[src/hdl/autowin_pkg.sv]
package autowin_pkg;

    localparam int PIXEL_BITS = 16;
    localparam int GRAY_BITS  = 8;
    localparam int NUM_BITS   = PIXEL_BITS + GRAY_BITS;
    localparam int REM_BITS   = PIXEL_BITS + 1;
    localparam int CNT_BITS   = $clog2(GRAY_BITS);

    localparam logic [GRAY_BITS-1:0] GRAY_MAX  = {GRAY_BITS{1'b1}};
    localparam logic [CNT_BITS-1:0]  CNT_LAST  = CNT_BITS'(GRAY_BITS - 1);

    typedef logic [PIXEL_BITS-1:0] t_pix;
    typedef logic [GRAY_BITS-1:0]  t_gray;
    typedef logic [NUM_BITS-1:0]   t_num;
    typedef logic [REM_BITS-1:0]   t_rem;

    typedef enum logic [1:0] {
        ST_IDLE,
        ST_PREP,
        ST_DIV,
        ST_DONE
    } t_state;

endpackage

[src/hdl/autowin_if.sv]
interface autowin_in_if;
    logic        valid;
    logic        ready;
    logic        kind;
    logic        frame_start;
    logic [15:0] pixel;

    modport source (output valid, output kind, output frame_start, output pixel, input ready);
    modport sink   (input valid, input kind, input frame_start, input pixel, output ready);
endinterface

interface autowin_out_if;
    logic       valid;
    logic       ready;
    logic [7:0] gray;
    logic       flat;

    modport source (output valid, output gray, output flat, input ready);
    modport sink   (input valid, input gray, input flat, output ready);
endinterface

[src/hdl/auto_window_16_to_8_top.sv]
// Statistics request: taken while idle, updates min/max, gives no result.
// Mapping request: passes through a setup state, the restoring divider's quotient
// steps (one quotient bit per step) and a result state; flat, below-min or saturated
// pixels skip the divider. No new request is taken until the result is written out.
// A finished result sits in the output register while the next request is taken.
// Synchronous active-low reset: min = all ones, max = 0, output empty, idle.
module auto_window_16_to_8_top
    import autowin_pkg::*;
(
    input  logic                 i_clk,
    input  logic                 i_rst_n,
    autowin_in_if.sink           i_in,
    autowin_out_if.source        o_out
);

    t_state                r_state, n_state;
    t_pix                  r_min, n_min;
    t_pix                  r_max, n_max;
    t_pix                  r_pix, n_pix;
    t_rem                  r_rem, n_rem;
    t_gray                 r_quo, n_quo;
    logic [CNT_BITS-1:0]   r_cnt, n_cnt;
    logic                  r_flat, n_flat;
    logic                  r_out_valid, n_out_valid;
    t_gray                 r_gray, n_gray;
    logic                  r_out_flat, n_out_flat;

    t_pix   w_in_pix;
    t_pix   w_span;
    t_pix   w_diff;
    t_num   w_num;
    t_rem   w_trial;
    logic   w_take;

    assign w_in_pix = i_in.pixel[PIXEL_BITS-1:0];
    assign w_span   = r_max - r_min;
    assign w_diff   = r_pix - r_min;
    // diff * 255 as a shift and subtract
    assign w_num    = {w_diff, {GRAY_BITS{1'b0}}} - {{GRAY_BITS{1'b0}}, w_diff};
    assign w_trial  = {r_rem[PIXEL_BITS-1:0], r_quo[GRAY_BITS-1]};
    assign w_take   = i_in.valid && (r_state == ST_IDLE);

    assign i_in.ready  = (r_state == ST_IDLE);
    assign o_out.valid = r_out_valid;
    assign o_out.gray  = r_gray;
    assign o_out.flat  = r_out_flat;

    always_comb begin
        n_state     = r_state;
        n_min       = r_min;
        n_max       = r_max;
        n_pix       = r_pix;
        n_rem       = r_rem;
        n_quo       = r_quo;
        n_cnt       = r_cnt;
        n_flat      = r_flat;
        n_out_valid = r_out_valid;
        n_gray      = r_gray;
        n_out_flat  = r_out_flat;

        if (r_out_valid && o_out.ready) begin
            n_out_valid = 1'b0;
        end

        case (r_state)
            ST_IDLE: begin
                if (w_take) begin
                    if (i_in.kind) begin
                        n_pix   = w_in_pix;
                        n_state = ST_PREP;
                    end else if (i_in.frame_start) begin
                        n_min = w_in_pix;
                        n_max = w_in_pix;
                    end else begin
                        if (w_in_pix < r_min) n_min = w_in_pix;
                        if (w_in_pix > r_max) n_max = w_in_pix;
                    end
                end
            end
            ST_PREP: begin
                n_flat = 1'b0;
                n_cnt  = '0;
                if (r_max <= r_min) begin
                    n_flat  = 1'b1;
                    n_quo   = '0;
                    n_state = ST_DONE;
                end else if (r_pix <= r_min) begin
                    n_quo   = '0;
                    n_state = ST_DONE;
                end else if (w_diff >= w_span) begin
                    n_quo   = GRAY_MAX;
                    n_state = ST_DONE;
                end else begin
                    // high part is below span, so the quotient fits in 8 bits
                    n_rem   = {1'b0, w_num[NUM_BITS-1:GRAY_BITS]};
                    n_quo   = w_num[GRAY_BITS-1:0];
                    n_state = ST_DIV;
                end
            end
            ST_DIV: begin
                // shift one dividend bit in, subtract when it fits, shift quotient bit in
                if (w_trial >= {1'b0, w_span}) begin
                    n_rem = w_trial - {1'b0, w_span};
                    n_quo = {r_quo[GRAY_BITS-2:0], 1'b1};
                end else begin
                    n_rem = w_trial;
                    n_quo = {r_quo[GRAY_BITS-2:0], 1'b0};
                end
                n_cnt = r_cnt + 1'b1;
                if (r_cnt == CNT_LAST) n_state = ST_DONE;
            end
            ST_DONE: begin
                // hold until the output register frees up
                if (!r_out_valid || o_out.ready) begin
                    n_out_valid = 1'b1;
                    n_gray      = r_quo;
                    n_out_flat  = r_flat;
                    n_state     = ST_IDLE;
                end
            end
            default: begin
                n_state = ST_IDLE;
            end
        endcase
    end

    always_ff @(posedge i_clk) begin
        if (!i_rst_n) begin
            r_state     <= ST_IDLE;
            r_min       <= '1;
            r_max       <= '0;
            r_out_valid <= 1'b0;
        end else begin
            r_state     <= n_state;
            r_min       <= n_min;
            r_max       <= n_max;
            r_out_valid <= n_out_valid;
        end
    end

    always_ff @(posedge i_clk) begin
        r_pix      <= n_pix;
        r_rem      <= n_rem;
        r_quo      <= n_quo;
        r_cnt      <= n_cnt;
        r_flat     <= n_flat;
        r_gray     <= n_gray;
        r_out_flat <= n_out_flat;
    end

endmodule

[src/flat_wrapper.sv]
// flat-port wrapper written by rule: the top's interface ports become plain ports
module auto_window_16_to_8_top_flat import autowin_pkg::*;
  (i_clk, i_rst_n, i_in_valid, i_in_kind, i_in_frame_start, i_in_pixel, i_in_ready, o_out_valid, o_out_gray, o_out_flat, o_out_ready);
  autowin_in_if i_in_i ();
  autowin_out_if o_out_i ();
  input  logic i_clk;
  input  logic i_rst_n;
  input wire logic [$bits(i_in_i.valid)-1:0] i_in_valid;
  input wire logic [$bits(i_in_i.kind)-1:0] i_in_kind;
  input wire logic [$bits(i_in_i.frame_start)-1:0] i_in_frame_start;
  input wire logic [$bits(i_in_i.pixel)-1:0] i_in_pixel;
  output wire logic [$bits(i_in_i.ready)-1:0] i_in_ready;
  output wire logic [$bits(o_out_i.valid)-1:0] o_out_valid;
  output wire logic [$bits(o_out_i.gray)-1:0] o_out_gray;
  output wire logic [$bits(o_out_i.flat)-1:0] o_out_flat;
  input wire logic [$bits(o_out_i.ready)-1:0] o_out_ready;
  assign i_in_i.valid = i_in_valid;
  assign i_in_i.kind = i_in_kind;
  assign i_in_i.frame_start = i_in_frame_start;
  assign i_in_i.pixel = i_in_pixel;
  assign i_in_ready = i_in_i.ready;
  assign o_out_valid = o_out_i.valid;
  assign o_out_gray = o_out_i.gray;
  assign o_out_flat = o_out_i.flat;
  assign o_out_i.ready = o_out_ready;
  auto_window_16_to_8_top u_core (.i_clk(i_clk), .i_rst_n(i_rst_n), .i_in(i_in_i), .o_out(o_out_i));
endmodule
[config.mk]
export PLATFORM = sky130hd
export DESIGN_NAME = auto_window_16_to_8_top_flat
export DESIGN_NICKNAME = d
export VERILOG_FILES = /design/src/hdl/autowin_pkg.sv /design/src/hdl/autowin_if.sv /design/src/hdl/auto_window_16_to_8_top.sv /design/src/flat_wrapper.sv
export SDC_FILE = /design/constraint.sdc
export NUM_CORES = 1
export LEC_CHECK = 0
export BUFFER_PORTS_ARGS = -buffer_cell sky130_fd_sc_hd__buf_2
export CORE_MARGIN = 10
export CORE_UTILIZATION = 55
export CTS_BUF_LIST = sky130_fd_sc_hd__clkbuf_16
export DETAILED_ROUTE_END_ITERATION = 10
export GPL_TIMING_DRIVEN = 0
export PLACE_DENSITY = 0.72
export SYNTH_ARGS = -nofsm -noshare
export SYNTH_HDL_FRONTEND = slang
export SYNTH_SLANG_ARGS = --single-unit
export TNS_END_PERCENT = 50
[constraint.sdc]
create_clock -name i_clk -period 6.5 [get_ports i_clk]
set_clock_uncertainty 0.15 [all_clocks]
set_input_delay 0.325 -clock i_clk [delete_from_list [all_inputs] [get_ports i_clk]]
set_output_delay 0.325 -clock i_clk [all_outputs]
set_load 0.01 [all_outputs]
==> impl_metrics.yaml, run 1 <==
floorplanning:
  dieArea_um2: 19100
  placementRows: 43
  die_w_um: 138
  die_y_um: 138
  design.portCount: 33
  start_util_pct: 55.7
  fp.coreArea_um2: 13800
global_routing:
  gr-total-overflow: 0
  antenna_found_initial: 0
  grt_pass1_vias: 6326
  grt_pass1_wl_um: 31400
  grt_usage_pct: 19.7
  grt_max_degree: 17
route:
  vias: 6391
  detail_route.iter0.violations: 406
  via_per_inst: 6.01
  wl_um: 19400
  post-route-drc-count: 0
  drt_pre_antenna_iters: 5
  wl_per_cell_um: 18.2
  ant_nets: 0
synthesis:
  syn-num-nets: 965
  yosysWarnings: 0
  ys_seq_area_share_pct: 29.9
  ys_async_sr_fraction_pct: 0
  synth_cell_type_count: 75
  synth_edf_count: 53
  syn-mean-instance-area_um2: 9.17
  syn_area_um2: 7670
  netlist_instances: 836
  synth_ff_type: "edfxtp_1"
  ys_ff_latch: 88
timing:
  slew_violations: 0
  setup_viol: 0
  worst_pin_slew_ns: 0.902
  setup_slack_ns: 0.390
  rsz0062_at_grt: "no"
  hold_ws_ns: 0.0662
  fmax_mhz: 164
  timing.slew.headroom_pct: 38.9
  min_period_ns: 6.11
  hold_viol: 0
  finalCritPeriodShare_pct: 94.0
clock_tree:
  clock_latency_ns: 0.35
  clk_pin_slew_ns: 0.07
  cts_root_buf: "clkbuf_16"
  cts_sinks: 88
  cts-hold-fix-buffers: 0
  cts_tree: "done"
  htree_levels: 3
  cts.repair.resized: 2
  clock_path_buffers: 2
  cts_made_buffers: 9
  cts_setup_buffers: 0
cells_and_area:
  fill_cells: 1216
  area_delta_synth_final_pct: 8.99
  num_antenna_cells: 0
  layout-drive-gt1-share_pct: 8.48
  register_area_um2: 2290
  final_cell_mix: "ha_1, inv_1, nand2_1"
  final_common_cell: "ha_1"
  multi_input_area_um2: 5020
  fin_nets: 1008
  final_cells: 1064
  final_core_util_pct: 60.7
run:
  drv_cap: 0
place:
  place.gp.congestion: 0.892
  place_ws_ns: -0.394
  place_inst: 1047
  dpl.hpwl_um: 15600
  portBuffers: 31
hold_path:
  hp-class: "in -> reg"
worst_setup_path:
  crit_fanout: 16
  cp_data_required_time_ns: 6.39
  crit_path_start_kind: "flip-flop"
  worst-setup-path-type: "reg -> reg"
  arrival_ns: 6.00
  end_kind: "flip-flop"
power:
  power_density_nw_per_um2: 434
  vdd_ir_drop_max_mv: 0.190
  leakage_nw: 3.67
outcome:
  status: "finished, final reports clean"
[per-stage QoR]
step,TNS (ns),area (um2),power [mW]
6_report,0,8360,3.63
5_1_grt,0,8360,3.91
4_1_cts,0,8340,3.58
3_5_place_dp,-6.28,8050,3.07
3_3_place_gp,-3.93,8050,2.97
2_1_floorplan,0,7670,2.57
[sequential cells by signal, indices dropped and copies added (netlist names)]
signal	flops
u_core.r_max	16
u_core.r_min	16
u_core.r_pix	16
u_core.r_rem	16
u_core.o_out.gray	8
u_core.r_quo	8
u_core.r_cnt	3
u_core.r_state	2
u_core.o_out.flat	1
u_core.o_out.valid	1
u_core.r_flat	1
[report_power, final]
part | total, mW | switching [mW] | internal, mW
sequential | 0.850 | 0.0608 | 0.789
clock | 0.506 | 0.226 | 0.280
combinational | 2.27 | 1.36 | 0.914
total | 3.63 | 1.64 | 1.98
[per-layer routing]
metal / part of all wire, % / GRT usage, %
met5: 0 / 0
met4: 2.8 / 7.82
met3: 3.4 / 2.64
met2: 48 / 33.7
met1: 46 / 24.3
[cell families after synthesis]
family / share of synthesized area, %
adder cells (fa/ha/maj): 18.4
AND/OR/NAND/NOR: 14.5
flip-flops: 29.9
XOR/XNOR: 6.82
buffers and inverters: 4.81
AO/OA/AOI/OAI: 21.2
multiplexers: 4.34
[synthesized netlist by cell type, types with 4 or more instances]
cell | number | area, um2
ha_1 | 104 | 1300
inv_1 | 68 | 255
nand2_1 | 67 | 251
edfxtp_1 | 53 | 1590
a21oi_1 | 50 | 250
nor2_1 | 46 | 173
xnor2_1 | 36 | 315
dfxtp_1 | 35 | 701
o21ai_0 | 35 | 175
a21o_1 | 31 | 233
mux2i_1 | 31 | 310
nor2b_1 | 29 | 181
o211ai_1 | 24 | 180
xor2_1 | 20 | 175
nand3_1 | 15 | 75.1
clkbuf_1 | 14 | 52.6
o31ai_1 | 14 | 105
nand2b_1 | 11 | 68.8
o21a_1 | 11 | 82.6
a31oi_1 | 9 | 56.3
nand4_1 | 9 | 56.3
nor3_1 | 9 | 45.0
or3_1 | 9 | 56.3
and2_1 | 8 | 50.1
a211oi_1 | 7 | 52.6
a21boi_0 | 5 | 37.5
a211o_1 | 4 | 35.0
and3_1 | 4 | 25.0
maj3_1 | 4 | 40.0
o21bai_1 | 4 | 30.0
[final timing paths]
| check | start | end | slack [ns] | cells after the start |
|---|---|---|---|---|
| max | u_core.r_min[1]$_SDFFE_PN1P_ | u_core.r_rem[4]$_DFFE_PP_ | 0.39 | 21 |
| min | i_in_pixel[0] | u_core.r_pix[0]$_DFFE_PP_ | 0.07 | 1 |
| max reg2reg | u_core.r_min[1]$_SDFFE_PN1P_ | u_core.r_rem[4]$_DFFE_PP_ | 0.39 | 21 |
| min reg2reg | u_core.r_flat$_DFFE_PN_ | u_core.o_out.flat$_DFFE_PP_ | 0.30 | 0 |
[area by class of cell]
| class | instances | area share (%) |
|---|---|---|
| multi-input cells | 657 | 60.1 |
| flip-flops and latches | 88 | 27.4 |
| inverters | 68 | 3.05 |
| clock buffers | 10 | 2.99 |
| well taps | 180 | 2.70 |
| repair buffers | 32 | 1.92 |
| plain buffers | 23 | 1.36 |
| clock inverters | 6 | 0.404 |
[worst max-delay path, cell delays in order (launching register included)]
cell	delay, ns
dfxtp_1	0.30
inv_1	0.22
ha_1	0.31
nor2b_1	0.16
o31ai_2	0.40
a21oi_1	0.17
a21oi_1	0.19
o21ai_0	0.09
a21o_1	0.22
a21o_1	0.18
a21oi_1	0.27
mux2i_1	0.14
a2111oi_2	0.58
ha_1	0.23
and4_1	0.19
and2_1	0.21
o2111ai_1	0.13
o31ai_1	0.31
a2bb2oi_1	0.15
o31ai_4	0.52
nor2_1	0.16
mux2_2	0.49
Power figures use the tool's default switching activity.
==> run 2: changes to the inputs <==
--- a/config.mk
+++ b/config.mk
@@ -8,7 +8,6 @@
 export BUFFER_PORTS_ARGS = -buffer_cell sky130_fd_sc_hd__buf_2
 export CORE_MARGIN = 10
 export CORE_UTILIZATION = 55
-export CTS_BUF_LIST = sky130_fd_sc_hd__clkbuf_16
 export DETAILED_ROUTE_END_ITERATION = 10
 export GPL_TIMING_DRIVEN = 0
 export PLACE_DENSITY = 0.72
==> run 2 against run 1 <==
Register-to-register slack barely moved. Count of clock-buffer cells in the layout increased by 2. Sequential power about the same. Cell area unchanged. Fmax about the same.
==> impl_metrics.yaml, run 2 (synthesis gave the netlist of run 1 again) <==
outcome:
  status: "finished, final reports clean"
power:
  p_sw_share_pct: 45.2
  combPwrFrac_pct: 62.5
  vdd_ir_drop_max_mv: 0.194
  power.internal_mw: 1.99
  p_sw_mw: 1.64
  power_density_nw_per_um2: 434
  p_clk_share_pct: 14.0
  leakage_nw: 3.66
  pwr-share-seq_pct: 23.4
  power_mw: 3.63
floorplanning:
  fp.coreArea_um2: 13800
  die_w_um: 138
  dieArea_um2: 19100
  design.portCount: 33
  start_util_pct: 55.7
  die_y_um: 138
  placementRows: 43
worst_setup_path:
  crit_path_frequent_cell: "a21oi_1"
  slowest_delay_ns: 0.58
  end_kind: "flip-flop"
  cp_num_buf_inv: 1
  crit_path_cell_trace: "inv_1 > ha_1 > nor2b_1 > o31ai_2 > a21oi_1 > a21oi_1 > o21ai_0 > a21o_1 > a21o_1 > a21oi_1 > mux2i_1 > a2111oi_2 > ha_1 > and4_1 > and2_1 > o2111ai_1 > o31ai_1 > a2bb2oi_1 > o31ai_4 > nor2_1 > mux2_2"
  worst-setup-path-type: "reg -> reg"
  r2r_start: "u_core.r_min[1]$_SDFFE_PN1P_"
  path_delay_family: "compound AO/OA/AOI/OAI gates"
  slowest_stage: "a2111oi_2"
  r2r-end: "u_core.r_rem[4]$_DFFE_PP_"
  cp_data_required_time_ns: 6.39
  crit_path_start_kind: "flip-flop"
  rr_worst_depth: 21
  rrSetupSlack_ns: 0.39
  crit_fanout: 16
  arrival_ns: 6.00
cells_and_area:
  final_cell_mix: "ha_1, inv_1, nand2_1"
  area_delta_synth_final_pct: 8.99
  final_common_cell: "ha_1"
  fin_area_um2: 8360
  layout-drive-gt1-share_pct: 8.48
  final_core_util_pct: 60.7
  fill_cells: 1216
  num_antenna_cells: 0
  fin_nets: 1008
place:
  place_area_um2: 8050
  place.gp.congestion: 0.892
  dpl.hpwl_um: 15600
  portBuffers: 31
  place_ws_ns: -0.394
route:
  wl_um: 19400
  post-route-drc-count: 0
  highest_layer: "met4"
  drt_pre_antenna_iters: 5
  vias: 6393
  via_per_inst: 6.01
  drt-met1-wl_um: 8910
  wl_met3_um: 654
  wl_per_cell_um: 18.2
  wl_met2_um: 9270
  ant_nets: 0
  detail_route.iter0.violations: 406
timing:
  hold_viol: 0
  fin_setup_tns_ns: 0
  setup_viol: 0
  timing.slew.headroom_pct: 38.9
  finalCritPeriodShare_pct: 94.1
  rsz0062_at_grt: "no"
  slew_violations: 0
  fmax_mhz: 164
  min_period_ns: 6.11
  worst_pin_slew_ns: 0.902
  setup_slack_ns: 0.386
clock_tree:
  clock_latency_ns: 0.35
  cts_root_buf: "clkbuf_16"
  htree_levels: 3
  cts_sinks: 88
  cts.repair.resized: 2
  cts_setup_buffers: 0
  clock_path_buffers: 2
  cts_tree: "done"
  cts-hold-fix-buffers: 0
  cts_made_buffers: 9
  clk_pin_slew_ns: 0.07
global_routing:
  gr-total-overflow: 0
  grt_max_degree: 17
  grt_usage_pct: 19.7
  grt_pass1_wl_um: 31400
  antenna_found_initial: 0
  grt_pass1_vias: 6326
hold_path:
  min_from: "i_in_pixel[0]"
  hold_depth: 1
  hold_end: "u_core.r_pix[0]$_DFFE_PP_"
  hp-class: "in -> reg"
run:
  drv_cap: 0
[run 2: worst max path at each step]
stage                                 start                    endpoint  depth (start not counted)
5_1_grt        u_core.r_min[1]$_SDFFE_PN1P_   u_core.r_rem[5]$_DFFE_PP_                         21
4_1_cts        u_core.r_min[1]$_SDFFE_PN1P_   u_core.r_rem[4]$_DFFE_PP_                         21
2_1_floorplan  u_core.r_min[1]$_SDFFE_PN1P_   u_core.r_rem[0]$_DFFE_PP_                         21
3_3_place_gp   u_core.r_min[1]$_SDFFE_PN1P_  u_core.r_rem[13]$_DFFE_PP_                         21
3_5_place_dp   u_core.r_min[1]$_SDFFE_PN1P_  u_core.r_rem[12]$_DFFE_PP_                         21
6_report       u_core.r_min[1]$_SDFFE_PN1P_   u_core.r_rem[4]$_DFFE_PP_                         21
[run 2: metrics by stage]
stage | cells | hold slack (ns)
2_1_floorplan | 836 | 0.250
6_report | 1064 | 0.0659
5_1_grt | 1064 | 0.0698
3_5_place_dp | 1047 | 0.281
4_1_cts | 1063 | 0.0551
3_3_place_gp | 1047 | 0.256
[run 2: routing by layer]
layer | global-route usage, % | up-vias
met4 | 7.82 | 0
met5 | 0 | -
met1 | 24.3 | 3022
li1 | - | 3160
met3 | 2.64 | 33
met2 | 33.7 | 178
[run 2: layout make-up]
cell class	instances	area (um2)	area share, %
Multi-Input combinational cell	657	5020	60.1
Sequential cell	88	2290	27.4
Clock buffer	12	258	3.08
Inverter	68	255	3.05
Tap cell	180	225	2.70
Timing Repair Buffer	32	160	1.92
Buffer	23	114	1.36
Clock inverter	4	26.3	0.314
[run 2: power by group through the flow]
stage	combinational, mW	sequential (mW)	clock [mW]
after floorplan	1.72	0.841	0
after global placement	2.12	0.854	0
after detailed placement	2.21	0.861	0
after CTS	2.23	0.849	0.512
after global routing	2.51	0.861	0.538
final	2.27	0.850	0.509
